File: src/rtl/bba_pkg.sv
// ----------------------------------------------------------------------------
// bba_pkg
// Constants, codes and the controller/datapath command and status types of
// the buddy block allocator.
// ----------------------------------------------------------------------------
`default_nettype none

package bba_pkg;

   // Pool geometry
   localparam int MIN_BLOCK_BYTES = 128;
   localparam int TOP_ORDER       = 10;
   localparam int TOP_BLOCKS      = 32;
   localparam int HEADER_BYTES    = 40;
   localparam int POOL_UNITS      = TOP_BLOCKS << TOP_ORDER;

   // Field widths
   localparam int IDX_W      = 15;
   localparam int ORD_W      = 4;
   localparam int BYTES_W    = 27;
   localparam int TOTAL_W    = BYTES_W + 1;
   localparam int CNT_W      = 16;
   localparam int STATUS_W   = 3;
   localparam int CSR_ADDR_W = 1;

   // Register reset values
   localparam logic [BYTES_W-1:0] MAX_REQ_RESET = BYTES_W'(100000000);
   localparam logic [BYTES_W-1:0] HUGE_RESET    = BYTES_W'(4 * 1024 * 1024);

   // Register indexes
   localparam logic [CSR_ADDR_W-1:0] CSR_MAX_REQ = 1'b0;
   localparam logic [CSR_ADDR_W-1:0] CSR_HUGE    = 1'b1;

   // Request types
   localparam logic [1:0] REQ_ALLOC  = 2'd0;
   localparam logic [1:0] REQ_FREE   = 2'd1;
   localparam logic [1:0] REQ_RESIZE = 2'd2;

   // Response status codes
   localparam logic [STATUS_W-1:0] ST_OK       = 3'd0;
   localparam logic [STATUS_W-1:0] ST_EXT      = 3'd1;
   localparam logic [STATUS_W-1:0] ST_HUGE     = 3'd2;
   localparam logic [STATUS_W-1:0] ST_NOSPACE  = 3'd3;
   localparam logic [STATUS_W-1:0] ST_BADSIZE  = 3'd4;
   localparam logic [STATUS_W-1:0] ST_NOTBLOCK = 3'd5;
   localparam logic [STATUS_W-1:0] ST_FREED    = 3'd6;

   // Table read address select
   localparam logic [1:0] RD_BIDX = 2'd0;
   localparam logic [1:0] RD_BUD  = 2'd1;
   localparam logic [1:0] RD_CUR  = 2'd2;

   // Table write select
   localparam logic [2:0] WR_NONE      = 3'd0;
   localparam logic [2:0] WR_CLEAR     = 3'd1;
   localparam logic [2:0] WR_ZERO_MAX  = 3'd2;
   localparam logic [2:0] WR_FREE_HEAD = 3'd3;
   localparam logic [2:0] WR_USED_HEAD = 3'd4;
   localparam logic [2:0] WR_SPLIT     = 3'd5;

   // Walking index update
   localparam logic [2:0] CUR_HOLD = 3'd0;
   localparam logic [2:0] CUR_BIDX = 3'd1;
   localparam logic [2:0] CUR_MIN  = 3'd2;
   localparam logic [2:0] CUR_ZERO = 3'd3;
   localparam logic [2:0] CUR_BEST = 3'd4;
   localparam logic [2:0] CUR_NEXT = 3'd5;

   // Walking order update
   localparam logic [2:0] ORD_HOLD  = 3'd0;
   localparam logic [2:0] ORD_ENTRY = 3'd1;
   localparam logic [2:0] ORD_INC   = 3'd2;
   localparam logic [2:0] ORD_DEC   = 3'd3;
   localparam logic [2:0] ORD_BEST  = 3'd4;
   localparam logic [2:0] ORD_HEAD  = 3'd5;

   // Block counter update
   localparam logic [2:0] CNT_HOLD    = 3'd0;
   localparam logic [2:0] CNT_TAKE    = 3'd1;
   localparam logic [2:0] CNT_SPLIT   = 3'd2;
   localparam logic [2:0] CNT_MERGE   = 3'd3;
   localparam logic [2:0] CNT_RELEASE = 3'd4;

   // Response register update
   localparam logic [1:0] RES_HOLD  = 2'd0;
   localparam logic [1:0] RES_CODE  = 2'd1;
   localparam logic [1:0] RES_KEEP  = 2'd2;
   localparam logic [1:0] RES_GRANT = 2'd3;

   // One table entry
   typedef struct packed {
      logic             head;
      logic             free;
      logic [ORD_W-1:0] ord;
   } entry_type;

   // Controller to datapath
   typedef struct packed {
      logic                latch;
      logic [1:0]          rd_sel;
      logic [2:0]          wr_sel;
      logic [2:0]          cur_op;
      logic [2:0]          ord_op;
      logic [2:0]          cnt_op;
      logic                scan_init;
      logic                scan_eval;
      logic [1:0]          res_op;
      logic [STATUS_W-1:0] res_status;
      logic                res_moved;
      logic                respond;
   } cmd_type;

   // Datapath to controller
   typedef struct packed {
      logic [1:0] req_type;
      logic       clr_last;
      logic       bad_size;
      logic       huge;
      logic       no_fit;
      logic       oob;
      logic       ent_head;
      logic       ent_free;
      logic       fits_ent;
      logic       ord_lt_top;
      logic       ord_lt_tgt;
      logic       ord_gt_tgt;
      logic       bud_free;
      logic       scan_hit;
      logic       scan_end;
      logic       have_best;
   } sts_type;

endpackage

`default_nettype wire

File: src/rtl/bba_ctrl.sv
// ----------------------------------------------------------------------------
// bba_ctrl
// Request sequencer: clearing pass, decode, scan, split, merge and grow
// steps, issued to the datapath as commands.
// ----------------------------------------------------------------------------
`default_nettype none

module bba_ctrl (
   input  wire logic             clock,
   input  wire logic             reset,
   input  wire logic             start,
   input  wire bba_pkg::sts_type sts,
   output bba_pkg::cmd_type      cmd,
   output logic                  busy
);
   import bba_pkg::*;

   localparam logic [3:0] S_CLEAR    = 4'd0;
   localparam logic [3:0] S_IDLE     = 4'd1;
   localparam logic [3:0] S_DECODE   = 4'd2;
   localparam logic [3:0] S_HEAD     = 4'd3;
   localparam logic [3:0] S_MRG_RD   = 4'd4;
   localparam logic [3:0] S_MRG_EV   = 4'd5;
   localparam logic [3:0] S_MRG_FIN  = 4'd6;
   localparam logic [3:0] S_CHK_RD   = 4'd7;
   localparam logic [3:0] S_CHK_EV   = 4'd8;
   localparam logic [3:0] S_GROW     = 4'd9;
   localparam logic [3:0] S_SCAN_RD  = 4'd10;
   localparam logic [3:0] S_SCAN_EV  = 4'd11;
   localparam logic [3:0] S_SCAN_END = 4'd12;
   localparam logic [3:0] S_SPLIT    = 4'd13;

   logic [3:0] state_ff, state_in;

   assign busy = state_ff != S_IDLE;

   // Next state and command
   always_comb begin
      state_in = state_ff;
      cmd      = '0;
      case (state_ff)
         S_CLEAR: begin
            cmd.wr_sel = WR_CLEAR;
            if (sts.clr_last) begin
               state_in = S_IDLE;
            end
         end
         S_IDLE: begin
            if (start) begin
               cmd.latch = 1'b1;
               state_in  = S_DECODE;
            end
         end
         S_DECODE: begin
            cmd.rd_sel = RD_BIDX;
            case (sts.req_type)
               REQ_ALLOC: begin
                  if (sts.bad_size || sts.huge || sts.no_fit) begin
                     cmd.res_op     = RES_CODE;
                     cmd.res_status = sts.bad_size ? ST_BADSIZE :
                                      sts.huge     ? ST_HUGE : ST_EXT;
                     cmd.respond    = 1'b1;
                     state_in       = S_IDLE;
                  end else begin
                     cmd.scan_init = 1'b1;
                     cmd.cur_op    = CUR_ZERO;
                     state_in      = S_SCAN_RD;
                  end
               end
               REQ_FREE: begin
                  state_in = S_HEAD;
               end
               REQ_RESIZE: begin
                  if (sts.bad_size) begin
                     cmd.res_op     = RES_CODE;
                     cmd.res_status = ST_BADSIZE;
                     cmd.respond    = 1'b1;
                     state_in       = S_IDLE;
                  end else begin
                     state_in = S_HEAD;
                  end
               end
               default: begin
                  cmd.res_op     = RES_CODE;
                  cmd.res_status = ST_BADSIZE;
                  cmd.respond    = 1'b1;
                  state_in       = S_IDLE;
               end
            endcase
         end
         S_HEAD: begin
            if (sts.oob || !sts.ent_head || sts.ent_free) begin
               cmd.res_op     = RES_CODE;
               cmd.res_status = (sts.oob || !sts.ent_head) ? ST_NOTBLOCK : ST_FREED;
               cmd.respond    = 1'b1;
               state_in       = S_IDLE;
            end else if (sts.req_type == REQ_FREE) begin
               cmd.res_op     = RES_CODE;
               cmd.res_status = ST_OK;
               cmd.cur_op     = CUR_BIDX;
               cmd.ord_op     = ORD_ENTRY;
               state_in       = S_MRG_RD;
            end else if (sts.fits_ent) begin
               cmd.res_op  = RES_KEEP;
               cmd.respond = 1'b1;
               state_in    = S_IDLE;
            end else if (sts.no_fit) begin
               cmd.res_op     = RES_CODE;
               cmd.res_status = ST_NOSPACE;
               cmd.respond    = 1'b1;
               state_in       = S_IDLE;
            end else begin
               cmd.cur_op = CUR_BIDX;
               cmd.ord_op = ORD_ENTRY;
               state_in   = S_CHK_RD;
            end
         end
         // Merge the freed block upward while its buddy is free
         S_MRG_RD: begin
            cmd.rd_sel = RD_BUD;
            state_in   = sts.ord_lt_top ? S_MRG_EV : S_MRG_FIN;
         end
         S_MRG_EV: begin
            if (sts.bud_free) begin
               cmd.wr_sel = WR_ZERO_MAX;
               cmd.cur_op = CUR_MIN;
               cmd.ord_op = ORD_INC;
               cmd.cnt_op = CNT_MERGE;
               state_in   = S_MRG_RD;
            end else begin
               state_in = S_MRG_FIN;
            end
         end
         S_MRG_FIN: begin
            cmd.wr_sel  = WR_FREE_HEAD;
            cmd.cnt_op  = CNT_RELEASE;
            cmd.respond = 1'b1;
            state_in    = S_IDLE;
         end
         // Check the buddy chain for growth in place
         S_CHK_RD: begin
            cmd.rd_sel = RD_BUD;
            if (sts.ord_lt_tgt) begin
               state_in = S_CHK_EV;
            end else begin
               cmd.cur_op = CUR_BIDX;
               cmd.ord_op = ORD_HEAD;
               state_in   = S_GROW;
            end
         end
         S_CHK_EV: begin
            if (sts.bud_free) begin
               cmd.cur_op = CUR_MIN;
               cmd.ord_op = ORD_INC;
               state_in   = S_CHK_RD;
            end else if (sts.huge) begin
               cmd.res_op     = RES_CODE;
               cmd.res_status = ST_HUGE;
               cmd.res_moved  = 1'b1;
               cmd.cur_op     = CUR_BIDX;
               cmd.ord_op     = ORD_HEAD;
               state_in       = S_MRG_RD;
            end else begin
               cmd.scan_init = 1'b1;
               cmd.cur_op    = CUR_ZERO;
               state_in      = S_SCAN_RD;
            end
         end
         // Absorb the buddy chain, then write the grown head
         S_GROW: begin
            if (sts.ord_lt_tgt) begin
               cmd.wr_sel = WR_ZERO_MAX;
               cmd.cur_op = CUR_MIN;
               cmd.ord_op = ORD_INC;
               cmd.cnt_op = CNT_MERGE;
            end else begin
               cmd.wr_sel  = WR_USED_HEAD;
               cmd.res_op  = RES_GRANT;
               cmd.respond = 1'b1;
               state_in    = S_IDLE;
            end
         end
         // Walk blocks in address order for the best free fit
         S_SCAN_RD: begin
            cmd.rd_sel = RD_CUR;
            state_in   = S_SCAN_EV;
         end
         S_SCAN_EV: begin
            cmd.scan_eval = 1'b1;
            if (sts.scan_hit || sts.scan_end) begin
               state_in = S_SCAN_END;
            end else begin
               cmd.cur_op = CUR_NEXT;
               state_in   = S_SCAN_RD;
            end
         end
         S_SCAN_END: begin
            if (!sts.have_best) begin
               cmd.res_op     = RES_CODE;
               cmd.res_status = ST_NOSPACE;
               cmd.respond    = 1'b1;
               state_in       = S_IDLE;
            end else begin
               cmd.cur_op = CUR_BEST;
               cmd.ord_op = ORD_BEST;
               cmd.cnt_op = CNT_TAKE;
               state_in   = S_SPLIT;
            end
         end
         // Split down to the target order, leaving upper halves free
         S_SPLIT: begin
            if (sts.ord_gt_tgt) begin
               cmd.wr_sel = WR_SPLIT;
               cmd.ord_op = ORD_DEC;
               cmd.cnt_op = CNT_SPLIT;
            end else begin
               cmd.wr_sel = WR_USED_HEAD;
               cmd.res_op = RES_GRANT;
               if (sts.req_type == REQ_RESIZE) begin
                  cmd.cur_op = CUR_BIDX;
                  cmd.ord_op = ORD_HEAD;
                  state_in   = S_MRG_RD;
               end else begin
                  cmd.respond = 1'b1;
                  state_in    = S_IDLE;
               end
            end
         end
         default: begin
            state_in = S_IDLE;
         end
      endcase
   end

   // State register
   always_ff @(posedge clock) begin
      if (reset) begin
         state_ff <= S_CLEAR;
      end else begin
         state_ff <= state_in;
      end
   end

endmodule

`default_nettype wire

File: config.mk
export PLATFORM = sky130hd
export DESIGN_NAME = bba_ctrl
export DESIGN_NICKNAME = d
export VERILOG_FILES = /design/src/rtl/bba_pkg.sv /design/src/rtl/bba_ctrl.sv
export SDC_FILE = /design/constraint.sdc
export NUM_CORES = 1
export LEC_CHECK = 0
export BUFFER_PORTS_ARGS = -buffer_cell sky130_fd_sc_hd__buf_2
export CAP_MARGIN = 10
export CORE_MARGIN = 2
export CORE_UTILIZATION = 48
export DETAILED_ROUTE_END_ITERATION = 10
export GPL_TIMING_DRIVEN = 0
export PLACE_DENSITY_LB_ADDON = 0.25
export SETUP_SLACK_MARGIN = 0.02
export SLEW_MARGIN = 0
export SYNTH_ARGS = -nofsm -noshare
export SYNTH_HDL_FRONTEND = slang
export SYNTH_SLANG_ARGS = --single-unit
File: constraint.sdc
create_clock -name clock -period 2.1 [get_ports clock]
set_clock_uncertainty 0.1 [all_clocks]
set_input_delay 0.105 -clock clock [delete_from_list [all_inputs] [get_ports clock]]
set_output_delay 0.105 -clock clock [all_outputs]
set_load 0.02 [all_outputs]
==> results of run 1 <==
critical path: stages (launching register included):
cell and delay, ps:
dfxtp_1 310, buf_6 120, or4b_4 590, nor3_4 150
nand3b_1 110, o311ai_2 100, buf_4 190
cell usage in the layout (no fill, tap or decap), types with 3 or more instances in the layout:
master,synthesis,layout
nor2_1,17,17
nand3b_1,4,4
dfxtp_1,4,4
nand2b_1,10,9
clkbuf_4,0,3
nor3_1,6,5
nand2_1,17,17
o21ai_0,9,9
ha_1,4,4
buf_6,3,6
nand4_1,3,3
inv_1,8,7
o31a_1,3,3
buf_4,1,8
nor2b_1,3,3
a21oi_1,5,5
buf_2,4,41
nand3_1,6,6
through the flow:
step	area (um^2)	hold slack (ps)
floorplan	1060	74.4
global placement	1300	243
detailed placement	1300	248
CTS	1330	5.94
global route	1450	197
finish	1450	190
report_power, final:
group | internal (mW) | leakage (nW) | switching, mW
logic | 0.0722 | 0.667 | 0.0976
clock network | 0.0637 | 0.0138 | 0.0277
registers | 0.0792 | 0.0325 | 0.00158
logic make-up (layout without fill, tap and decap cells):
family / after synthesis / in the layout / share of synthesized area, %
and+or+nand+nor: 86 / 86 / 45.6
DFF: 4 / 4 / 7.58
adders and majority gates: 4 / 4 / 4.74
buffers and inverters: 19 / 70 / 9.72
xor gates and xnor gates: 1 / 1 / 0.830
AOI/OAI and AO/OA: 43 / 43 / 28.6
muxes: 3 / 3 / 2.96
repair_timing:
| action | CTS | global route |
|---|---|---|
| buffers inserted | 0 | 5 |
| hold buffers | 0 | 1 |
| gates resized for setup | 3 | 19 |
| endpoints found under the hold margin | 0 | 2 |
| pin swaps | 0 | 4 |
| endpoints found under the setup margin | 4 | 12 |
per-layer routing:
layer / part of all wire, % / vias to the layer above / wire [um] / track usage, %
met2: 46 / 105 / 1720 / 47.0
met4: 0.62 / 0 / 23 / 10.8
met5: 0 / - / 0 / 0
li1: - / 693 / - / -
met3: 11 / 4 / 410 / 2.63
met1: 42 / 671 / 1540 / 41.5
final cells by class:
cell class / instances / area share [%]
multi-input cells: 137 / 63.6
repair buffers: 48 / 18.2
plain buffers: 11 / 6.41
flip-flops and latches: 4 / 5.54
inverters: 8 / 2.34
well taps: 27 / 2.34
clock buffers: 3 / 1.56
path summary, 6_finish.rpt:
check                     end  slack [ps]  cells after the start
setup / recovery       cmd[2]         100                      6
hold / removal    state_ff[0]         190                      4
setup reg to reg  state_ff[3]         200                      6
hold reg to reg   state_ff[3]         800                      4
==> results.sh, run 1 <==
export IMPL_cts_made_buffers=3
export IMPL_clock_path_buffers=2
export IMPL_cts_tree="done"
export IMPL_p_leak_nw=0.713
export IMPL_via_per_inst=6.19
export IMPL_largest_reg_flops=4
export IMPL_clkSinkCount=4
export IMPL_wire_per_inst_um=15.5
export IMPL_outcome="finished, final reports clean"
export IMPL_grt_max_degree=11
export IMPL_syn_nets=184
export IMPL_hold_viol=0
export IMPL_cts_root_buf="clkbuf_4"
export IMPL_worstSetupPathType="reg -> out"
export IMPL_worst_pin_slew_ps=468
export IMPL_grt_antenna_before_repair=0
export IMPL_layout_setup_ws_ps=100
export IMPL_finalNetCount=237
export IMPL_cts_max_level=1
export IMPL_wirelength_um=3690
export IMPL_syn_area_um2=1060
export IMPL_worstSkewPairLatency_ps=230
export IMPL_grt_pass1_wl_um=6050
export IMPL_r2r_start="state_ff[0]"
export IMPL_fillers=184
export IMPL_ys_ff_latch=4
export IMPL_setup_tns_ps=0
export IMPL_die_x_um=50.9
export IMPL_end_kind="output port"
export IMPL_dpl_worst_slack_ps=162
export IMPL_cp_max_fo=5
export IMPL_ys_flop_type="dfxtp_1"
export IMPL_crit_required_ps=1890
export IMPL_place_congestion=0.982
export IMPL_core_um2=2020
export IMPL_reg_largest_list="state_ff: 4 flops"
export IMPL_route_detailed_drc=0
export IMPL_start_util_pct=52.2
export IMPL_dr_pass1_iters=5
export IMPL_drive_above_1_share_pct=34.1
export IMPL_crit_path_start="state_ff[0]"
export IMPL_rsz0062_at_grt="no"
export IMPL_setup_viol_count_final=0
export IMPL_synth_cell_types=55
export IMPL_track_usage_pct=29.7
export IMPL_stdcell_count=238
export IMPL_synth_edf_count=0
export IMPL_cp_start_kind="flop"
export IMPL_dp_hpwl_um=2820
export IMPL_ff_latch_area_um2=80.1
export IMPL_grt_ovfl_total=0
export IMPL_syn_to_final_growth_pct=36.8
export IMPL_syn_inst=160
export IMPL_ioPinCount=45
export IMPL_synth_warnings=0
export IMPL_async_reset_ff_share_pct=0
export IMPL_final_period_utilization_pct=95.2
export IMPL_power_density_nw_per_um2=237
export IMPL_port_buffers=42
export IMPL_ys_top_cells_by_area="dfxtp_1 (7.6%), nand2_1 (6.0%), nor2_1 (6.0%)"
export IMPL_period_needed_ps=2000
export IMPL_drtIter0Drc=68
export IMPL_vias=1473
export IMPL_drtAntennaViolNets=0
export IMPL_num_rows=16
export IMPL_cap_violations=0
export IMPL_dieArea_um2=2590
export IMPL_antennaDiodeCount=0
export IMPL_ir_drop_v=0.000428
export IMPL_fmax_mhz=500
export IMPL_ys_seq_area_share_pct=7.58
export IMPL_post_place_cells=229
export IMPL_syn_area_per_cell_um2=6.60
export IMPL_fin_util_pct=71.5
export IMPL_hold_path_class="in -> reg"
export IMPL_hold_start="sts[14]"
export IMPL_synth_common_cells="nand2_1 (17), nor2_1 (17), nand2b_1 (10)"
export IMPL_clk_pin_slew_ps=30
export IMPL_slew_headroom_pct=68.8
export IMPL_first_global_vias=1330
export IMPL_die_y_um=50.9
export IMPL_top_register="state_ff"
export IMPL_synth_top_area_share_pct=7.58
export IMPL_multi_input_area_um2=920
export IMPL_cp_arrival_ps=1790
export IMPL_finalPower_uw=342
export IMPL_slew_violations=0
export IMPL_yosysTopAreaCell="dfxtp_1"
No activity file was read; power rests on OpenSTA's default activity.
==> inputs of run 2 (changes only) <==
--- a/config.mk
+++ b/config.mk
@@ -11,6 +11,7 @@
 export CORE_UTILIZATION = 48
 export DETAILED_ROUTE_END_ITERATION = 10
 export GPL_TIMING_DRIVEN = 0
+export HOLD_SLACK_MARGIN = 0.02
 export PLACE_DENSITY_LB_ADDON = 0.25
 export SETUP_SLACK_MARGIN = 0.02
 export SLEW_MARGIN = 0
==> constraint.sdc (replaced) <==
create_clock -name clock -period 1.9 [get_ports clock]
set_clock_uncertainty 0.1 [all_clocks]
set_input_delay 0.095 -clock clock [delete_from_list [all_inputs] [get_ports clock]]
set_output_delay 0.095 -clock clock [all_outputs]
set_load 0.02 [all_outputs]
==> run 2 against run 1 <==
Net effect: the flow now finishes with violations (setup timing); non-clock buffer count up 9; clock power up 11%; total power up 18%; critical endpoint unchanged; die area unchanged; cell count up 3.8%.
==> results.sh, run 2 (synthesis results as in run 1) <==
export IMPL_wire_per_inst_um=17.0
export IMPL_grt_pass1_wl_um=6250
export IMPL_worstSkewPairLatency_ps=230
export IMPL_largest_reg_flops=4
export IMPL_dp_hpwl_um=2820
export IMPL_drive_above_1_share_pct=43.2
export IMPL_cap_violations=0
export IMPL_slew_headroom_pct=67.6
export IMPL_cp_arrival_ps=1760
export IMPL_setup_tns_ps=-117
export IMPL_layout_setup_ws_ps=-50.0
export IMPL_drtAntennaViolNets=0
export IMPL_clock_path_buffers=2
export IMPL_reg_largest_list="state_ff: 4 flops"
export IMPL_critical_path_top_delay_family="simple AND/OR/NAND/NOR gates"
export IMPL_grt_ovfl_total=0
export IMPL_period_needed_ps=1950
export IMPL_track_usage_pct=30.7
export IMPL_fmax_mhz=513
export IMPL_final_cell_mix="buf_2 (37), nor2_1 (17), nand2_1 (15)"
export IMPL_crit_path_top_delay_cell="or4b_4"
export IMPL_whs_path_depth=4
export IMPL_dieArea_um2=2590
export IMPL_outcome="complete, but fails checks"
export IMPL_worst_pin_slew_ps=485
export IMPL_setup_viol_count_final=6
export IMPL_top_register="state_ff"
export IMPL_port_buffers=42
export IMPL_crit_required_ps=1700
export IMPL_start_util_pct=52.2
export IMPL_cp_start_kind="flop"
export IMPL_clkSinkCount=4
export IMPL_p_leak_nw=0.793
export IMPL_antennaDiodeCount=0
export IMPL_worstSetupPathType="reg -> out"
export IMPL_violations="setup timing"
export IMPL_timing_rr_end="state_ff[3]"
export IMPL_cts_max_level=1
export IMPL_rsz0062_at_grt="yes"
export IMPL_grt_max_degree=11
export IMPL_whs_ps=182
export IMPL_slowest_delay_ps=540
export IMPL_cp_num_buf_inv=2
export IMPL_ir_drop_v=0.000471
export IMPL_final_common_cell="buf_2"
export IMPL_worst_r2r_setup_slack_ps=90
export IMPL_via_per_inst=6.54
export IMPL_die_y_um=50.9
export IMPL_hold_path_class="in -> reg"
export IMPL_r2r_cells=6
export IMPL_r2r_start="state_ff[0]"
export IMPL_end_kind="output port"
export IMPL_core_um2=2020
export IMPL_crit_chain="buf_6 -> or4b_4 -> nor3_4 -> nand3b_1 -> o311ai_2 -> buf_2"
export IMPL_drtIter0Drc=129
export IMPL_min_to="state_ff[0]"
export IMPL_cts_tree="done"
export IMPL_hold_start="sts[14]"
export IMPL_cp_max_fo=4
export IMPL_grt_antenna_before_repair=0
export IMPL_slew_violations=0
export IMPL_ioPinCount=45
export IMPL_vias=1616
export IMPL_cts_made_buffers=3
export IMPL_num_rows=16
export IMPL_route_detailed_drc=0
export IMPL_crit_path_start="state_ff[0]"
export IMPL_hold_viol=0
export IMPL_cts_root_buf="clkbuf_4"
export IMPL_first_global_vias=1379
export IMPL_place_congestion=0.982
export IMPL_place_area_um2=1300
export IMPL_die_x_um=50.9
export IMPL_stdcell_area_um2=1620
export IMPL_dr_pass1_iters=4
export IMPL_clk_pin_slew_ps=30
export IMPL_wirelength_um=4210
export IMPL_finalNetCount=246
export IMPL_final_period_utilization_pct=103
export IMPL_syn_to_final_growth_pct=53.2
export IMPL_power_density_nw_per_um2=249
-- run 2: worst max path at each step --
| stage | to | depth (start not counted) |
|---|---|---|
| 2_1_floorplan | cmd[3] | 3 |
| 3_3_place_gp | cmd[2] | 6 |
| 3_5_place_dp | cmd[2] | 6 |
| 4_1_cts | cmd[2] | 6 |
| 5_1_grt | cmd[6] | 6 |
| 6_report | cmd[2] | 6 |
-- run 2: area by class of cell --
type | count | area [um^2]
buffer | 11 | 103
sequential | 4 | 83.8
inverter | 8 | 30.0
multi-input combinational | 137 | 978
timing repair buffer | 57 | 367
fill | 137 | 404
clock buffer | 3 | 22.5
tap | 27 | 33.8
-- run 2: routing by layer --
layer	global-route usage, %	share of wire, %	vias to the layer above
met5	0	0	-
met4	12.6	3.2	0
met3	2.63	10	21
met2	48.7	47	140
met1	42.5	40	736
li1	-	-	719
-- run 2: report_power, final --
part | switching [mW] | internal, mW | total, mW
clock network | 0.0308 | 0.0704 | 0.101
registers | 0.00181 | 0.0880 | 0.0898
logic | 0.121 | 0.0905 | 0.211
-- run 2: per-stage QoR --
| step | total power [mW] | setup slack, ps | util, % | instances |
|---|---|---|---|---|
| floorplan | 0.198 | 134 | - | 160 |
| global placement | 0.253 | -45.2 | 64.3 | 229 |
| detailed placement | 0.258 | -28.3 | 64.3 | 229 |
| CTS | 0.385 | -76.1 | 73.7 | 237 |
| global route | 0.434 | -178 | 80.0 | 247 |
| finish | 0.402 | -50.0 | 80.0 | 247 |
-- run 2: tightest hold or removal path, cell delays in order --
cell and delay (ps):
buf_2 80, nor3_1 30, a21oi_1 120, o31a_1 140
-- run 2: what timing repair did --
| item | CTS | global route |
|---|---|---|
| endpoints found under the setup margin | 14 | 18 |
| gates cloned | 0 | 1 |
| gates resized for setup | 37 | 16 |
| pin swaps | 9 | 8 |
| endpoints found under the hold margin | 3 | 0 |
| setup buffers | 4 | 9 |
| hold buffers | 1 | 0 |
==> inputs of run 3 (changes only) <==
--- a/config.mk
+++ b/config.mk
@@ -8,7 +8,7 @@
 export BUFFER_PORTS_ARGS = -buffer_cell sky130_fd_sc_hd__buf_2
 export CAP_MARGIN = 10
 export CORE_MARGIN = 2
-export CORE_UTILIZATION = 48
+export CORE_UTILIZATION = 43
 export DETAILED_ROUTE_END_ITERATION = 10
 export GPL_TIMING_DRIVEN = 0
 export HOLD_SLACK_MARGIN = 0.02
==> constraint.sdc (replaced) <==
create_clock -name clock -period 1.59 [get_ports clock]
set_clock_uncertainty 0.1 [all_clocks]
set_input_delay 0.0795 -clock clock [delete_from_list [all_inputs] [get_ports clock]]
set_output_delay 0.0795 -clock clock [all_outputs]
set_load 0.02 [all_outputs]
==> run 3 against run 2 <==
Net effect: the run still ends with setup timing left; sequential power grew 19%; largest power group unchanged; critical endpoint is now cmd[15]; global-route usage grew 3.7 points; setup slack lost 470 ps.
==> results.sh, run 3 (synthesis results as in run 1) <==
export IMPL_place_congestion=0.958
export IMPL_hold_viol=0
export IMPL_crit_chain="buf_6 -> buf_4 -> buf_6 -> buf_6 -> nand2b_4 -> nor4_1 -> a311oi_2 -> nand4_1 -> buf_4"
export IMPL_min_to="state_ff[2]"
export IMPL_worst_pin_slew_ps=593
export IMPL_worst_r2r_setup_slack_ps=-290
export IMPL_via_per_inst=6.49
export IMPL_crit_path_top_delay_cell="nor4_1"
export IMPL_cp_arrival_ps=1930
export IMPL_clk_pin_slew_ps=40
export IMPL_grt_pass1_wl_um=7290
export IMPL_grt_ovfl_total=0
export IMPL_drive_above_1_share_pct=54.7
export IMPL_slowest_delay_ps=420
export IMPL_first_global_vias=1569
export IMPL_layout_setup_ws_ps=-520
export IMPL_period_needed_ps=2110
export IMPL_wirelength_um=5030
export IMPL_final_cell_mix="buf_6 (33), buf_2 (23), buf_4 (20)"
export IMPL_cts_max_level=1
export IMPL_wire_per_inst_um=19.3
export IMPL_crit_required_ps=1410
export IMPL_slew_violations=0
export IMPL_critical_path_top_delay_family="simple AND/OR/NAND/NOR gates"
export IMPL_cp_max_fo=5
export IMPL_hold_path_class="in -> reg"
export IMPL_clkSinkCount=4
export IMPL_cp_start_kind="flop"
export IMPL_cts_root_buf="clkbuf_4"
export IMPL_cap_violations=0
export IMPL_p_leak_nw=0.900
export IMPL_whs_path_depth=3
export IMPL_power_density_nw_per_um2=282
export IMPL_fillers=114
export IMPL_reg_largest_list="state_ff: 4 flops"
export IMPL_fin_util_pct=85.2
export IMPL_dp_hpwl_um=2960
export IMPL_crit_top_cell="buf_6"
export IMPL_vias=1688
export IMPL_route_detailed_drc=0
export IMPL_end_kind="output port"
export IMPL_cts_tree="done"
export IMPL_rsz0062_at_grt="yes"
export IMPL_die_y_um=53.6
export IMPL_dr_pass1_iters=5
export IMPL_clock_path_buffers=2
export IMPL_num_rows=17
export IMPL_worstSkewPairLatency_ps=230
export IMPL_cts_made_buffers=3
export IMPL_grt_antenna_before_repair=0
export IMPL_top_register="state_ff"
export IMPL_violations="setup timing"
export IMPL_track_usage_pct=34.5
export IMPL_cp_num_buf_inv=5
export IMPL_hold_start="sts[12]"
export IMPL_start_util_pct=46.4
export IMPL_fmax_mhz=474
export IMPL_ir_drop_v=0.000521
export IMPL_timing_rr_end="state_ff[0]"
export IMPL_setup_viol_count_final=26
export IMPL_largest_reg_flops=4
export IMPL_final_period_utilization_pct=133
export IMPL_final_common_cell="buf_6"
export IMPL_core_um2=2280
export IMPL_grt_max_degree=11
export IMPL_outcome="complete, but fails checks"
export IMPL_port_buffers=42
export IMPL_drtAntennaViolNets=0
export IMPL_finalNetCount=258
export IMPL_r2r_cells=7
export IMPL_antennaDiodeCount=0
export IMPL_ioPinCount=45
export IMPL_die_x_um=53.6
export IMPL_drtIter0Drc=87
export IMPL_finalPower_uw=546
export IMPL_syn_to_final_growth_pct=83.5
export IMPL_slew_headroom_pct=60.4
export IMPL_r2r_start="state_ff[0]"
export IMPL_dieArea_um2=2870
export IMPL_worstSetupPathType="reg -> out"
==> run 3: cell types whose count changed in the layout (fill, tap and decap cells not counted), sizes merged <==
| cell | before | now |
|---|---|---|
| clkbuf | 6 | 5 |
| buf | 64 | 77 |
| clkinvlp | 0 | 1 |
| inv | 8 | 7 |
==> run 3: stage by stage <==
| stage | instances | area, um^2 | hold slack, ps | TNS, ps | setup slack [ps] |
|---|---|---|---|---|---|
| finish | 260 | 1940 | 91.7 | -7110 | -520 |
| global route | 260 | 1940 | 88.2 | -8830 | -601 |
| CTS | 254 | 1810 | 81.5 | -5170 | -362 |
| detailed placement | 230 | 1330 | 210 | -2450 | -263 |
| global placement | 230 | 1330 | 224 | -2250 | -308 |
| floorplan | 160 | 1080 | 48.9 | 0 | 13.1 |
==> run 3: layout make-up <==
cell class	count	area, um^2	area share (%)
Tap cell	28	35.0	1.81
Sequential cell	4	83.8	4.33
Multi-Input combinational cell	137	1090	56.3
Timing Repair Buffer	69	561	28.9
Buffer	11	109	5.62
Inverter	8	36.3	1.87
Clock buffer	3	22.5	1.16
==> run 3: worst min-delay path, stage by stage <==
cell     delay, ps
buf_6          110
o21ai_2         60
a41oi_2        120
==> run 3: worst max-delay path by stage <==
stage                     depth (start not counted)         from     endpoint
after floorplan                                   4  state_ff[2]  state_ff[0]
after global placement                            6  state_ff[0]  state_ff[1]
after detailed placement                          7      sts[15]  state_ff[1]
after CTS                                         6  state_ff[0]       cmd[2]
after global routing                              9  state_ff[0]      cmd[15]
final                                             9  state_ff[0]      cmd[15]
==> run 3: power breakdown <==
part	leakage [nW]	internal (mW)	total [mW]	switching (mW)
Combinational	0.852	0.150	0.319	0.169
Clock	0.0138	0.0840	0.119	0.0354
Sequential	0.0338	0.105	0.107	0.00227
==> run 3: routing by layer <==
layer	vias up	track usage, %	part of all wire [%]
li1	745	-	-
met3	26	5.83	11
met4	0	18.8	4.4
met2	141	56.8	47
met5	-	0	0
met1	776	42.6	38
==> run 3: repair_timing <==
item / CTS / global route
pin swaps: 21 / 20
gates resized for setup: 86 / 21
setup endpoints to repair: 25 / 28
setup buffers: 20 / 7
hold endpoints to repair: 3 / 0
hold buffers: 1 / 0
